===== src/hdl/brd_pkg.sv =====
// shared types and constants for the breathing rate detector
package brd_pkg;

    localparam int WINDOW_SIZE_DEF = 64;

    localparam int SAMPLE_W = 16;
    localparam int GAP_W    = 15;
    localparam int RATE_Q_W = 12;
    localparam int SQ_W     = 31;
    localparam int SSB_W    = 16;
    localparam int RATE_W   = 22;
    localparam int CFG_IDX_W = 1;
    localparam int CFG_DATA_W = 15;

    localparam logic [CFG_IDX_W-1:0] CFG_MIN_HALF_GAP = 1'd0;
    localparam logic [CFG_IDX_W-1:0] CFG_SAMPLE_RATE  = 1'd1;

    localparam logic [GAP_W-1:0]    MIN_HALF_GAP_RST = 15'd164;
    localparam logic [RATE_Q_W-1:0] SAMPLE_RATE_RST  = 12'd200;

    typedef enum logic [1:0] {
        TAG_ABSENT = 2'd0,
        TAG_POS    = 2'd1,
        TAG_NEG    = 2'd2
    } tag_t;

    typedef enum logic [2:0] {
        ST_UNKNOWN     = 3'd0,
        ST_LOW         = 3'd1,
        ST_HIGH        = 3'd2,
        ST_MID_RISING  = 3'd3,
        ST_MID_FALLING = 3'd4,
        ST_MID_UNKNOWN = 3'd5
    } band_t;

    // front to back queue entry: one sample with its present flag
    typedef struct packed {
        logic signed [SAMPLE_W-1:0] sample;
        logic                       present;
    } work_t;

    typedef struct packed {
        logic [14:0]  upper_level;
        logic [15:0]  lower_level;
        logic         upper_present;
        logic         lower_present;
        logic [2:0]   band_state;
        logic [RATE_W-1:0] rate_bpm;
        logic         rate_present;
        logic         breath_detected;
    } result_t;

endpackage


===== src/hdl/brd_ram.sv =====
// generic single-port ram with registered read
module brd_ram #(
    parameter int WIDTH = 8,
    parameter int DEPTH = 64
) (
    input  logic                     clk,
    input  logic                     we,
    input  logic [$clog2(DEPTH)-1:0] addr,
    input  logic [WIDTH-1:0]         wdata,
    output logic [WIDTH-1:0]         rdata
);

    logic [WIDTH-1:0] mem [DEPTH];

    always_ff @(posedge clk)
    begin
        if (we)
        begin
            mem[addr] <= wdata;
        end
        rdata <= mem[addr];
    end

endmodule


===== src/hdl/brd_front.sv =====
// input stage: accepts samples into a two-entry queue
module brd_front (
    input  logic                  clk,
    input  logic                  rst_n,
    input  logic                  in_valid,
    output logic                  in_ready,
    input  brd_pkg::work_t        in_item,
    output logic                  q_valid,
    input  logic                  q_take,
    output brd_pkg::work_t        q_item
);

    brd_pkg::work_t slot_reg [2];
    logic [1:0] cnt_reg;
    logic       rd_reg;
    logic       wr_reg;
    logic       push;

    assign in_ready = (cnt_reg != 2'd2);
    assign push     = in_valid && in_ready;
    assign q_valid  = (cnt_reg != 2'd0);
    assign q_item   = slot_reg[rd_reg];

    always_ff @(posedge clk)
    begin
        if (push)
        begin
            slot_reg[wr_reg] <= in_item;
        end
    end

    always_ff @(posedge clk or negedge rst_n)
    begin
        if (!rst_n)
        begin
            cnt_reg <= 2'd0;
            rd_reg  <= 1'b0;
            wr_reg  <= 1'b0;
        end
        else
        begin
            if (push)
            begin
                wr_reg <= ~wr_reg;
            end
            if (q_take)
            begin
                rd_reg <= ~rd_reg;
            end
            cnt_reg <= cnt_reg + {1'b0, push} - {1'b0, q_take};
        end
    end

endmodule


===== src/hdl/brd_back.sv =====
// window update, rms levels, hysteresis machine and rate division
module brd_back #(
    parameter int WINDOW_SIZE = brd_pkg::WINDOW_SIZE_DEF
) (
    input  logic                          clk,
    input  logic                          rst_n,
    input  logic                          q_valid,
    output logic                          q_take,
    input  brd_pkg::work_t                q_item,
    input  logic [brd_pkg::GAP_W-1:0]     min_half_gap,
    input  logic [brd_pkg::RATE_Q_W-1:0]  sample_rate_q4,
    output logic                          res_valid,
    input  logic                          res_ready,
    output brd_pkg::result_t              res
);

    localparam int AW  = $clog2(WINDOW_SIZE);
    localparam int CW  = $clog2(WINDOW_SIZE + 1);
    localparam int SW  = brd_pkg::SQ_W + CW;
    localparam int RW  = 20;
    localparam int DVW = SW;

    typedef enum logic [7:0] {
        S_IDLE  = 8'b0000_0001,
        S_READ  = 8'b0000_0010,
        S_UPD   = 8'b0000_0100,
        S_DIV   = 8'b0000_1000,
        S_SQRT  = 8'b0001_0000,
        S_MACH  = 8'b0010_0000,
        S_RATE  = 8'b0100_0000,
        S_OUT   = 8'b1000_0000
    } state_t;

    state_t state_reg, state_next;

    logic [AW-1:0]        slot_reg;
    logic [CW-1:0]        fill_reg;
    logic [SW-1:0]        psum_reg, nsum_reg;
    logic [CW-1:0]        pcnt_reg, ncnt_reg;
    brd_pkg::band_t       band_reg;
    logic [brd_pkg::SSB_W-1:0] ssb_reg;
    logic                 trusted_reg;
    logic [brd_pkg::RATE_W-1:0] rate_reg;
    logic                 rate_ok_reg;

    brd_pkg::work_t       item_reg;
    logic [brd_pkg::SQ_W-1:0] sq_reg;
    logic [brd_pkg::SQ_W-1:0] old_sq;
    logic                 pass_reg;  // 0 upper, 1 lower
    logic [14:0]          ut_reg;
    logic [15:0]          lt_mag_reg;

    // shared restoring divider
    logic [DVW-1:0] num_reg;
    logic [DVW-1:0] den_reg;
    logic [DVW-1:0] rem_reg;
    logic [DVW-1:0] quo_reg;
    logic [5:0]     step_reg;

    // shared square root
    logic [31:0] rv_reg;
    logic [31:0] rres_reg;
    logic [31:0] rbit_reg;

    brd_pkg::result_t res_reg;
    logic             res_valid_reg;
    logic             breath_reg;

    logic sq_we;
    logic up_ok, lo_ok;
    logic signed [17:0] x_s, ut_s, lt_s;
    logic [brd_pkg::SQ_W+1:0] ring_wdata, ring_rdata;
    brd_pkg::tag_t new_tag, old_tag;
    logic out_load;

    // each ring word holds the sign tag above the square
    assign sq_we      = (state_reg == S_READ);
    assign new_tag    = !item_reg.present ? brd_pkg::TAG_ABSENT
                      : (item_reg.sample[brd_pkg::SAMPLE_W-1] ? brd_pkg::TAG_NEG
                                                               : brd_pkg::TAG_POS);
    assign ring_wdata = {new_tag, sq_reg};
    assign old_sq     = ring_rdata[brd_pkg::SQ_W-1:0];
    // slots are unwritten until the window has filled once
    assign old_tag    = (fill_reg == CW'(WINDOW_SIZE))
                      ? brd_pkg::tag_t'(ring_rdata[brd_pkg::SQ_W+1:brd_pkg::SQ_W])
                      : brd_pkg::TAG_ABSENT;

    brd_ram #(.WIDTH(brd_pkg::SQ_W + 2), .DEPTH(WINDOW_SIZE)) u_sq_ram (
        .clk   (clk),
        .we    (sq_we),
        .addr  (slot_reg),
        .wdata (ring_wdata),
        .rdata (ring_rdata)
    );

    assign q_take    = (state_reg == S_IDLE) && q_valid;
    assign out_load  = (state_reg == S_OUT) && (!res_valid_reg || res_ready);
    assign res_valid = res_valid_reg;
    assign res       = res_reg;

    assign up_ok = (fill_reg == CW'(WINDOW_SIZE)) && (pcnt_reg != '0);
    assign lo_ok = (fill_reg == CW'(WINDOW_SIZE)) && (ncnt_reg != '0);
    assign x_s   = 18'(item_reg.sample);
    assign ut_s  = up_ok ? $signed({3'b000, ut_reg}) : 18'sd0;
    assign lt_s  = lo_ok ? -$signed({2'b00, lt_mag_reg}) : 18'sd0;

    always_comb
    begin
        state_next = state_reg;
        unique case (state_reg)
            S_IDLE:  if (q_take) state_next = S_READ;
            S_READ:  state_next = S_UPD;
            S_UPD:   state_next = (fill_reg >= CW'(WINDOW_SIZE - 1)) ? S_DIV : S_MACH;
            S_DIV:   if (step_reg == '0) state_next = S_SQRT;
            S_SQRT:
                if (rbit_reg == '0)
                    state_next = (!pass_reg && lo_ok) ? S_DIV : S_MACH;
            S_MACH:  state_next = S_RATE;
            S_RATE:  if (!breath_reg || step_reg == '0) state_next = S_OUT;
            S_OUT:   if (out_load) state_next = S_IDLE;
            default: state_next = S_IDLE;
        endcase
    end

    always_ff @(posedge clk)
    begin
        if (q_take)
        begin
            item_reg <= q_item;
            sq_reg   <= brd_pkg::SQ_W'($signed(32'(q_item.sample))
                                       * $signed(32'(q_item.sample)));
        end
    end

    logic [DVW:0] trial;
    assign trial = {rem_reg, num_reg[DVW-1]} - {1'b0, den_reg};

    always_ff @(posedge clk or negedge rst_n)
    begin
        if (!rst_n)
        begin
            state_reg     <= S_IDLE;
            slot_reg      <= '0;
            fill_reg      <= '0;
            psum_reg      <= '0;
            nsum_reg      <= '0;
            pcnt_reg      <= '0;
            ncnt_reg      <= '0;
            band_reg      <= brd_pkg::ST_UNKNOWN;
            ssb_reg       <= '0;
            trusted_reg   <= 1'b0;
            rate_reg      <= '0;
            rate_ok_reg   <= 1'b0;
            res_valid_reg <= 1'b0;
            breath_reg    <= 1'b0;
            pass_reg      <= 1'b0;
            ut_reg        <= '0;
            lt_mag_reg    <= '0;
            num_reg       <= '0;
            den_reg       <= '0;
            rem_reg       <= '0;
            quo_reg       <= '0;
            step_reg      <= '0;
            rv_reg        <= '0;
            rres_reg      <= '0;
            rbit_reg      <= '0;
            res_reg       <= '0;
        end
        else
        begin
            state_reg <= state_next;
            if (out_load)
            begin
                res_valid_reg <= 1'b1;
            end
            else if (res_valid_reg && res_ready)
            begin
                res_valid_reg <= 1'b0;
            end
            case (state_reg)
                S_UPD:
                begin
                    // retire the oldest entry, add the new one
                    logic [SW-1:0] ps, ns;
                    logic [CW-1:0] pc, nc;
                    ps = psum_reg; ns = nsum_reg; pc = pcnt_reg; nc = ncnt_reg;
                    if (old_tag == brd_pkg::TAG_POS)
                    begin
                        ps = ps - SW'(old_sq); pc = pc - 1'b1;
                    end
                    else if (old_tag == brd_pkg::TAG_NEG)
                    begin
                        ns = ns - SW'(old_sq); nc = nc - 1'b1;
                    end
                    if (new_tag == brd_pkg::TAG_POS)
                    begin
                        ps = ps + SW'(sq_reg); pc = pc + 1'b1;
                    end
                    else if (new_tag == brd_pkg::TAG_NEG)
                    begin
                        ns = ns + SW'(sq_reg); nc = nc + 1'b1;
                    end
                    psum_reg <= ps; nsum_reg <= ns; pcnt_reg <= pc; ncnt_reg <= nc;
                    slot_reg <= (32'(slot_reg) + 1 >= WINDOW_SIZE) ? '0 : slot_reg + 1'b1;
                    if (fill_reg < CW'(WINDOW_SIZE)) fill_reg <= fill_reg + 1'b1;
                    ut_reg     <= '0;
                    lt_mag_reg <= '0;
                    // start the first division
                    if (fill_reg >= CW'(WINDOW_SIZE - 1) && pc != '0)
                    begin
                        pass_reg <= 1'b0;
                        num_reg  <= ps;
                        den_reg  <= DVW'(pc);
                    end
                    else
                    begin
                        pass_reg <= 1'b1;
                        num_reg  <= ns;
                        den_reg  <= DVW'(nc);
                    end
                    rem_reg  <= '0;
                    step_reg <= 6'(DVW);
                end
                S_DIV:
                begin
                    if (step_reg != '0)
                    begin
                        if (!trial[DVW])
                        begin
                            rem_reg <= trial[DVW-1:0];
                            quo_reg <= {quo_reg[DVW-2:0], 1'b1};
                        end
                        else
                        begin
                            rem_reg <= {rem_reg[DVW-2:0], num_reg[DVW-1]};
                            quo_reg <= {quo_reg[DVW-2:0], 1'b0};
                        end
                        num_reg  <= {num_reg[DVW-2:0], 1'b0};
                        step_reg <= step_reg - 1'b1;
                    end
                    else
                    begin
                        rv_reg   <= quo_reg[31:0];
                        rres_reg <= '0;
                        rbit_reg <= 32'h4000_0000;
                    end
                end
                S_SQRT:
                begin
                    if (rbit_reg != '0)
                    begin
                        if (rv_reg >= rres_reg + rbit_reg)
                        begin
                            rv_reg   <= rv_reg - (rres_reg + rbit_reg);
                            rres_reg <= (rres_reg >> 1) + rbit_reg;
                        end
                        else
                        begin
                            rres_reg <= rres_reg >> 1;
                        end
                        rbit_reg <= rbit_reg >> 2;
                    end
                    else
                    begin
                        if (!pass_reg) ut_reg <= rres_reg[14:0];
                        else lt_mag_reg <= rres_reg[15:0];
                        if (!pass_reg && lo_ok)
                        begin
                            pass_reg <= 1'b1;
                            num_reg  <= nsum_reg;
                            den_reg  <= DVW'(ncnt_reg);
                            rem_reg  <= '0;
                            step_reg <= 6'(DVW);
                        end
                    end
                end
                S_MACH:
                begin
                    brd_pkg::band_t st;
                    logic [brd_pkg::SSB_W-1:0] ssb;
                    logic br;
                    st = band_reg; br = 1'b0;
                    ssb = (ssb_reg != '1) ? ssb_reg + 1'b1 : ssb_reg;
                    if (!up_ok || !lo_ok || !item_reg.present)
                    begin
                        rate_ok_reg <= 1'b0; trusted_reg <= 1'b0;
                    end
                    else
                    begin
                        if (st == brd_pkg::ST_UNKNOWN)
                        begin
                            if (x_s < lt_s) st = brd_pkg::ST_LOW;
                            else if (x_s > ut_s) st = brd_pkg::ST_HIGH;
                            else st = brd_pkg::ST_MID_UNKNOWN;
                        end
                        if (ut_s - lt_s < $signed({2'b00, min_half_gap, 1'b0}))
                        begin
                            st = brd_pkg::ST_UNKNOWN;
                            rate_ok_reg <= 1'b0; trusted_reg <= 1'b0;
                        end
                        else if (st == brd_pkg::ST_LOW && x_s > lt_s)
                            st = brd_pkg::ST_MID_RISING;
                        else if (st == brd_pkg::ST_HIGH && x_s < ut_s)
                            st = brd_pkg::ST_MID_FALLING;
                        else if ((st == brd_pkg::ST_MID_RISING
                                  || st == brd_pkg::ST_MID_UNKNOWN) && x_s > ut_s)
                            st = brd_pkg::ST_HIGH;
                        else if ((st == brd_pkg::ST_MID_FALLING
                                  || st == brd_pkg::ST_MID_UNKNOWN) && x_s < lt_s)
                        begin
                            st = brd_pkg::ST_LOW;
                            br = 1'b1;
                            // rate division runs on every breath, kept only if count trusted
                            num_reg  <= DVW'(20'(sample_rate_q4) * 20'd240) << (DVW - RW);
                            den_reg  <= DVW'(ssb);
                            rem_reg  <= '0;
                            step_reg <= 6'(RW);
                        end
                    end
                    band_reg <= st;
                    ssb_reg  <= br ? '0 : ssb;
                    breath_reg <= br;
                end
                S_RATE:
                begin
                    if (breath_reg)
                    begin
                        if (step_reg != '0)
                        begin
                            if (!trial[DVW])
                            begin
                                rem_reg <= trial[DVW-1:0];
                                quo_reg <= {quo_reg[DVW-2:0], 1'b1};
                            end
                            else
                            begin
                                rem_reg <= {rem_reg[DVW-2:0], num_reg[DVW-1]};
                                quo_reg <= {quo_reg[DVW-2:0], 1'b0};
                            end
                            num_reg  <= {num_reg[DVW-2:0], 1'b0};
                            step_reg <= step_reg - 1'b1;
                        end
                        else
                        begin
                            if (trusted_reg)
                            begin
                                rate_reg    <= brd_pkg::RATE_W'(quo_reg[RW-1:0]);
                                rate_ok_reg <= 1'b1;
                            end
                            trusted_reg <= 1'b1;
                        end
                    end
                end
                S_OUT:
                begin
                    if (out_load)
                    begin
                        res_reg.upper_level     <= up_ok ? ut_reg : '0;
                        res_reg.lower_level     <= lo_ok ? 16'(-$signed({1'b0, lt_mag_reg}))
                                                         : '0;
                        res_reg.upper_present   <= up_ok;
                        res_reg.lower_present   <= lo_ok;
                        res_reg.band_state      <= band_reg;
                        res_reg.rate_bpm        <= rate_ok_reg ? rate_reg : '0;
                        res_reg.rate_present    <= rate_ok_reg;
                        res_reg.breath_detected <= breath_reg;
                    end
                end
                default: ;
            endcase
        end
    end

endmodule


===== src/hdl/breathing_rate_detector.sv =====
// breathing rate detector top level
// the back end takes one item at a time and finishes it before taking the next; the shared
// 38-step divider and 16-step square root run once per rms level once the window is full,
// and a breath adds a rate division; the result register lets the back end finish the next
// item while a result waits, and a two-entry input queue takes two more
// reset: asynchronous active low, clears window fill, sums, machine state and rate
module breathing_rate_detector #(
    parameter int WINDOW_SIZE = brd_pkg::WINDOW_SIZE_DEF
) (
    input  logic        clk,
    input  logic        rst_n,
    input  logic        s_tvalid,
    output logic        s_tready,
    input  logic [15:0] s_tdata,   // sample
    input  logic        s_tuser,   // sample_present
    output logic        m_tvalid,
    input  logic        m_tready,
    // upper_level, lower_level, upper_present, lower_present, band_state,
    // rate_bpm, rate_present, breath_detected
    output logic [63:0] m_tdata,
    input  logic        cfg_we,
    input  logic [brd_pkg::CFG_IDX_W-1:0]  cfg_index,
    input  logic [brd_pkg::CFG_DATA_W-1:0] cfg_data
);

    logic [brd_pkg::GAP_W-1:0]    gap_reg;
    logic [brd_pkg::RATE_Q_W-1:0] rate_q_reg;
    brd_pkg::work_t   in_item, q_item;
    brd_pkg::result_t res;
    logic q_valid, q_take;

    always_ff @(posedge clk or negedge rst_n)
    begin
        if (!rst_n)
        begin
            gap_reg    <= brd_pkg::MIN_HALF_GAP_RST;
            rate_q_reg <= brd_pkg::SAMPLE_RATE_RST;
        end
        else if (cfg_we)
        begin
            unique case (cfg_index)
                brd_pkg::CFG_MIN_HALF_GAP: gap_reg    <= cfg_data;
                brd_pkg::CFG_SAMPLE_RATE:  rate_q_reg <= cfg_data[brd_pkg::RATE_Q_W-1:0];
                default: ;
            endcase
        end
    end

    assign in_item.sample  = s_tdata;
    assign in_item.present = s_tuser;

    brd_front u_front (
        .clk(clk), .rst_n(rst_n),
        .in_valid(s_tvalid), .in_ready(s_tready), .in_item(in_item),
        .q_valid(q_valid), .q_take(q_take), .q_item(q_item)
    );

    brd_back #(.WINDOW_SIZE(WINDOW_SIZE)) u_back (
        .clk(clk), .rst_n(rst_n),
        .q_valid(q_valid), .q_take(q_take), .q_item(q_item),
        .min_half_gap(gap_reg), .sample_rate_q4(rate_q_reg),
        .res_valid(m_tvalid), .res_ready(m_tready), .res(res)
    );

    assign m_tdata = {4'd0, res.breath_detected, res.rate_present, res.rate_bpm,
                      res.band_state, res.lower_present, res.upper_present,
                      res.lower_level, res.upper_level};

endmodule


===== config.mk =====
export PLATFORM = sky130hd
export DESIGN_NAME = breathing_rate_detector
export DESIGN_NICKNAME = d
export VERILOG_FILES = /design/src/hdl/brd_pkg.sv /design/src/hdl/brd_ram.sv /design/src/hdl/brd_front.sv /design/src/hdl/brd_back.sv /design/src/hdl/breathing_rate_detector.sv
export SDC_FILE = /design/constraint.sdc
export NUM_CORES = 2
export LEC_CHECK = 0
export BUFFER_PORTS_ARGS = -buffer_cell sky130_fd_sc_hd__clkbuf_2
export CORE_MARGIN = 2
export CORE_UTILIZATION = 55
export DETAILED_ROUTE_END_ITERATION = 12
export HOLD_SLACK_MARGIN = 0.06
export PLACE_DENSITY = 0.81
export SLEW_MARGIN = 0
export SYNTH_ARGS = -nofsm -noshare
export SYNTH_HDL_FRONTEND = slang
export SYNTH_HIERARCHICAL = 1
export SYNTH_SLANG_ARGS = --single-unit

===== constraint.sdc =====
create_clock -name clk -period 18.7 [get_ports clk]
set_clock_uncertainty 0.15 [all_clocks]
set_input_delay 0.935 -clock clk [delete_from_list [all_inputs] [get_ports clk]]
set_output_delay 0.935 -clock clk [all_outputs]
set_load 0.005 [all_outputs]

# After elaboration in Yosys (flattened, before gate mapping)
# Memory sizes are Yosys's and may differ from the RTL's. A register that Yosys moved wholly into a read port is not among the register bits.
# Index checks and enable logic that the tools add are counted.
# word_totals
ramBits,2146
out_inout_bits,66
mem_bits_ro,0
reg_bits,579
latchBits,0
mem_count,2
# mem_list
memory,depth,word_bits,read_ports,rd_ports_with_merged_regs,write_ports,line_no,text
u_back.u_sq_ram.mem,64,33,1,1,1,brd_ram.sv:13,logic [WIDTH-1:0] mem [DEPTH];
u_front.slot_reg,2,17,1,0,1,brd_front.sv:13,brd_pkg::work_t slot_reg [2];
# classes
shift,0
div,0
reduce_logical,57
mux,138
addsub,22
bitwise,5
eq_ne,42
n_lt_le_gt_ge,9
n_mul,2
# op_table
cell,n
38-bit 2-to-1 mux,40
38-bit one-hot mux with 5 select lines,2
32-bit 2-to-1 mux,8
32-bit one-hot mux with 2 select lines,3
38-bit one-hot mux with 3 select lines,1
16-bit 2-to-1 mux,5
6-bit 2-to-1 mux,13
38-bit by 31-bit adder with 38-bit output,2
38-bit one-hot mux with 2 select lines,1
38-bit by 31-bit subtractor with 38-bit output,2
7-bit 2-to-1 mux,10
8-bit one-hot mux with 8 select lines,1
15-bit 2-to-1 mux,4
8-bit 2-to-1 mux,5
39-bit by 38-bit subtractor with 39-bit output,1
31-bit by 32-bit adder with 32-bit output,1
32-bit adder,1
32-bit >= comparator,1
"32-bit by 7-bit >= comparator with 1-bit output, second input constant",1
32-bit logical NOT,1
16-bit one-hot mux with 2 select lines,1
32-bit nonzero test,1
32-bit subtractor,1
16-bit by 16-bit multiplier with 31-bit output,1
other kinds (62),168

# Depth between registers and ports, before layout
# depth
depth_word,20
ltp_mapped,31
depth_no_buf,28

# By module
# The synthesis kept the hierarchy.
# modules_own_cells
module,seq_area_each_um2,cells_per_inst,instances,area_per_inst_um2
brd_ram,64081.5,4554,1,80672.4
brd_back,12743.5,5490,1,46301.9
brd_front,1121.1,70,1,1420.1
breathing_rate_detector,683.2,64,1,1104.8

# Worst setup path before layout
# OpenSTA, ideal clock, no wires.
# synth_timing
path_type,reg2reg
start,register u_front.rd_reg
end,register u_back/sq_reg[29] in the netlist's numbering (data pin)
setup_slack_ns,11.498
arrival_ns,6.794
required_time_ns,18.293
path_buffers,3
path_stages_with_launch,30
cell_sequence,dfrtp_1 > buf_2 > buf_4 > mux2_1 > clkbuf_1 > inv_1 > fa_1 > inv_1 > fa_1 > inv_1 > fa_1 > inv_1 > fa_1 > fa_1 > inv_1 > fa_1 > inv_1 > ha_1 > a211o_1 > a21oi_1 > o21bai_1 > a211oi_1 > o31a_1 > o21a_1 > nand2_1 > a31o_2 > nand2_1 > a21oi_1 > o41a_1 > xor2_1
# synth_rtl
element,line_no,text
from (decl),brd_front.sv:15,logic rd_reg;
from (signal assigned),brd_front.sv:48,rd_reg <= ~rd_reg;
to (signal assigned),brd_back.sv:130,sq_reg <= brd_pkg::SQ_W'($signed(32'(q_item.sample))
to (decl),brd_back.sv:47,logic [brd_pkg::SQ_W-1:0] sq_reg;

# Worst setup path after layout
# layout_timing
start,register u_back.fill_reg[2]
end,register u_back.den_reg[14]
# layout_via
elab_chain_cells,14
# layout_lines
element,line_no,text
from (decl),brd_back.sv:37,logic [CW-1:0] fill_reg;
from (signal assigned),brd_back.sv:205,if (fill_reg < CW'(WINDOW_SIZE)) fill_reg <= fill_reg + 1'b1;
7-bit == test (*),"brd_back.sv:101, brd_back.sv:102",
1-bit logical AND,brd_back.sv:101,assign up_ok = (fill_reg == CW'(WINDOW_SIZE)) && (pcnt_reg != '0);
15-bit 2-to-1 mux,brd_back.sv:104,"assign ut_s = up_ok ? $signed({3'b000, ut_reg}) : 18'sd0;"
16-bit greater-than comparator,"brd_back.sv:293, brd_back.sv:306",
3-bit 2-to-1 mux,brd_back.sv:293,else if (x_s > ut_s) st = brd_pkg::ST_HIGH;
3-bit 2-to-1 mux,brd_back.sv:292,if (x_s < lt_s) st = brd_pkg::ST_LOW;
3-bit 2-to-1 mux,brd_back.sv:290,if (st == brd_pkg::ST_UNKNOWN)
3-bit 2-to-1 mux,brd_back.sv:284,if (!up_ok || !lo_ok || !item_reg.present)
3-bit 2-to-1 mux,brd_back.sv:180,case (state_reg)
"3-bit by 2-bit == test with 1-bit output, or another cell as far along",brd_back.sv:305,else if ((st == brd_pkg::ST_MID_RISING
1-bit logical OR (on tied branches),"brd_back.sv:306, brd_back.sv:309",
1-bit logical AND (on tied branches),"brd_back.sv:306, brd_back.sv:309",
2-bit inequality test (no source line) or 2-bit by 1-bit inequality test with 1-bit output (tied branches),--,
9-bit AND reduction (no source line) (*),--,
to (signal assigned),brd_back.sv:219,den_reg <= DVW'(nc);
to (signal assigned),brd_back.sv:271,den_reg <= DVW'(ncnt_reg);
to (signal assigned),brd_back.sv:315,den_reg <= DVW'(ssb);
to (decl),brd_back.sv:55,logic [DVW-1:0] den_reg;
# Mark *: on every way between the ends. The rest lies on a longest branch, timed or not. The select of a mux whose other input is x is not followed.
# A chain may end at the register's enable or synchronous reset.

==> run summary <==
Yosys reg bits -> 2710
Pre-antenna DRT Iters -> 10
CTS clk-pin slew, worst paths -> 0.06 ns
Synth Warn # -> 6
CP Launch Point -> u_back/fill_reg[2]
Async SR Flop Fraction -> 17.9%
Post-Synth XOR/XNOR Area -> 2.41%
Worst setup EP type -> flop
drt total wl -> 401 mm
endpoints failing setup -> 0
number of nets in the layout -> 11000
largest net degree at the start of global routing -> 168
Root Buffer -> clkbuf_16
initial antenna violation count -> 33
measured slew at the worst slew-check pin -> 1.56 ns
DP Wirelength -> 247 mm
fmax -> 115 MHz
Setup WS pre-CTS -> 10.27 ns
Die H -> 489 um
Crit Path Class -> flop to flop
vias per cell -> 6.74
RSZ-0062 raised after global routing -> no
DRT antenna net count -> 0
Core Box Area -> 235000 um2
Clk Latency, worst-skew pair -> 0.98 ns
DRT iter0 DRCs -> 14500
Synth Area in Compound Gates -> 13.9%
via count -> 92100
Synth Flop Type -> edfxtp_1
largest family of logic cells by synthesized area -> compound AO/OA/AOI/OAI gates
Mapped Cells -> 10200
Num CTS Buffers -> 292
Placer Congestion -> 0.963
failing checks -> max-capacitance violations, max-slew violations
sequential cell area fraction in the yosys report -> 60.7%
crit path max fanout -> 51
CTS tree -> yes
clk sinks -> 2710
Row Count -> 178
H-tree lvl count -> 5
Final Hold Viols -> 0
post-synthesis mux area share -> 3.46%
global-route wire length before repair -> 583 mm
share of layout cells above drive strength 1 -> 10.4%
Startpoint Class -> flop
post-route minimum period -> 8.67 ns
Post-route DRC -> 0
Final WS setup -> 10.03 ns
CP arrival -> 9.31 ns
min-delay worst type -> input port to asynchronous set/reset pin
Synth Area in Simple Gates -> 8.28%
status -> complete, but fails checks
adder-cell share of the synthesized area -> 7.68%
setup TNS -> 0 ns
die width -> 489 um
Clock Tree Buf Depth -> 4
GR Util All Layers -> 33.0%
synthesized cell area -> 129000 um2
Max Cap Viol -> 1
number of flip-flops in the largest register -> 2112
Starting Density -> 55.2%
count of different cell masters after synthesis -> 110
Worst Path Required -> 19.34 ns
Reg-to-Reg Start -> u_back/fill_reg[2]
Ports -> 104
fin crit share -> 46.3%
via count of the first global-routing pass -> 90700
total gr overflow -> 0
Buffers on Ports -> 97
area grow syn2layout -> 10.8%
number of synthesized flops with an enable pin -> 2192
Slew headroom -> -4.10%
Die ar. -> 239000 um2
WL per Instance -> 29.3 um
mean post-synth cell area -> 12.7 um2
Pins Over Slew Limit -> 11
## Yosys cell counts, drive strengths merged (27+ instances only)
cell / number / area [um2]
edfxtp: 2192 / 65800
nand2: 1012 / 3800
o21ai: 585 / 2930
nor2: 570 / 2140
inv: 526 / 1970
dfrtp: 478 / 12000
a21oi: 429 / 2160
a221oi: 409 / 3600
ha: 384 / 4800
a22oi: 349 / 2620
clkbuf: 294 / 1100
buf: 276 / 1480
fa: 257 / 5140
xnor2: 210 / 1840
mux2i: 185 / 1850
mux2: 163 / 1880
xor2: 147 / 1290
nand3: 141 / 706
a21o: 133 / 998
nor3: 132 / 677
o22ai: 112 / 701
a31oi: 88 / 557
and2: 76 / 475
a211oi: 75 / 568
nand4: 58 / 363
nor2b: 56 / 358
o211ai: 54 / 405
nor4: 53 / 359
and3: 52 / 325
a22o: 44 / 385
nand2b: 44 / 275
o21bai: 39 / 293
o21a: 38 / 285
or3: 36 / 225
dfxtp: 33 / 661
mux4: 33 / 743
o31ai: 32 / 240
o221ai: 31 / 272
or2: 27 / 171
or4: 27 / 210
## metal layers
metal	up-vias	global-route usage [%]	part of all wire (%)	routed length (um)
met3	1656	10.9	15	58400
li1	38600	-	-	-
met2	7237	50.2	44	178000
met5	-	0	0.043	172
met4	24	21.4	7.7	30900
met1	44600	40.3	33	134000
## final timing paths
kind	to	slack (ns)	cells after the start
max	u_back/den_reg[14]	10.03	25
min	u_back/psum_reg[34]	0.05	1
max reg2reg	u_back/den_reg[14]	10.03	25
min reg2reg	u_back/res[5]	0.33	2
max in group asynchronous	u_back/ut_reg[3]	15.82	3
min in group clk	u_front/slot_reg[0][15]	0.10	1
## kinds of logic (layout without fill, tap and decap cells)
kind of cell	after synthesis	after routing
DFF	2710	2710
buffers and inverters	1096	1357
muxes	381	381
other	2	83
AOI/OAI and AO/OA	2634	2634
and+or+nand+nor	2357	2357
adders and majority gates	641	641
xor gates and xnor gates	357	357
## cells in the final DEF, fill, tap and decap left out, types with 112 or more instances in the layout
master	Yosys	routed
dfrtp_1	478	473
xnor2_1	210	210
a21oi_1	427	425
a221oi_1	406	406
o22ai_1	112	112
xor2_1	147	147
o21ai_0	575	575
buf_4	37	216
mux2_2	134	134
nor3_1	130	129
clkbuf_16	0	298
nand3_1	141	141
fa_1	257	257
nor2_1	570	501
a22oi_1	349	349
edfxtp_1	2192	2192
inv_1	523	521
a21o_1	133	132
mux2i_1	185	185
nand2_1	1012	1006
ha_1	384	384
## layout make-up
class / instances / area, um2
Tap cell: 3150 / 3940
Clock buffer: 369 / 7810
Inverter: 526 / 1980
Fill cell: 17000 / 91200
Antenna cell: 13 / 32.5
Sequential cell: 2710 / 78600
Clock inverter: 135 / 1480
Timing Repair Buffer: 327 / 2330
Multi-Input combinational cell: 6440 / 47300
## critical path, stage by stage (launching register included)
cell and delay, ns:
dfrtp_1 0.46, nor4b_4 0.64, nand3b_1 0.24, nor2_1 0.98, nand2_1 0.27, ha_1 0.44, a21oi_1 0.26, or3b_2 0.46
a2111oi_0 0.83, o31ai_1 0.19, and2_1 0.24, o2111ai_1 0.31, nand2b_1 0.10, a21oi_1 0.18, xnor2_1 0.14, ha_1 0.26
nor2b_1 0.13, o21ai_0 0.17, nand2b_1 0.08, a21oi_1 0.18, o31ai_1 0.15, a2bb2oi_4 0.20, a31oi_4 0.17, buf_4 0.52
or2_4 0.44, mux2_4 0.33
## through the flow
step / util, % / cell area, um2 / std cells / hold slack, ns
after global placement: 57.1 / 134000 / 13100 / 0.308
after global routing: 61.1 / 143000 / 13700 / 0.0783
after floorplan: - / 130000 / 10200 / 0.288
after detailed placement: 57.1 / 134000 / 13100 / 0.315
final: 61.1 / 143000 / 13700 / 0.0458
after CTS: 61.1 / 143000 / 13700 / 0.0602
## repair_timing
item                                   CTS  global route
buffers inserted                         0             0
resized for setup                        0             0
endpoints found under the hold margin   10             0
hold buffers                             5             0
setup endpoints to repair                0             0
Power is left out: the tool's default activity adds up to more than one toggle a clock period on the data nets, which glitch-free logic cannot reach.
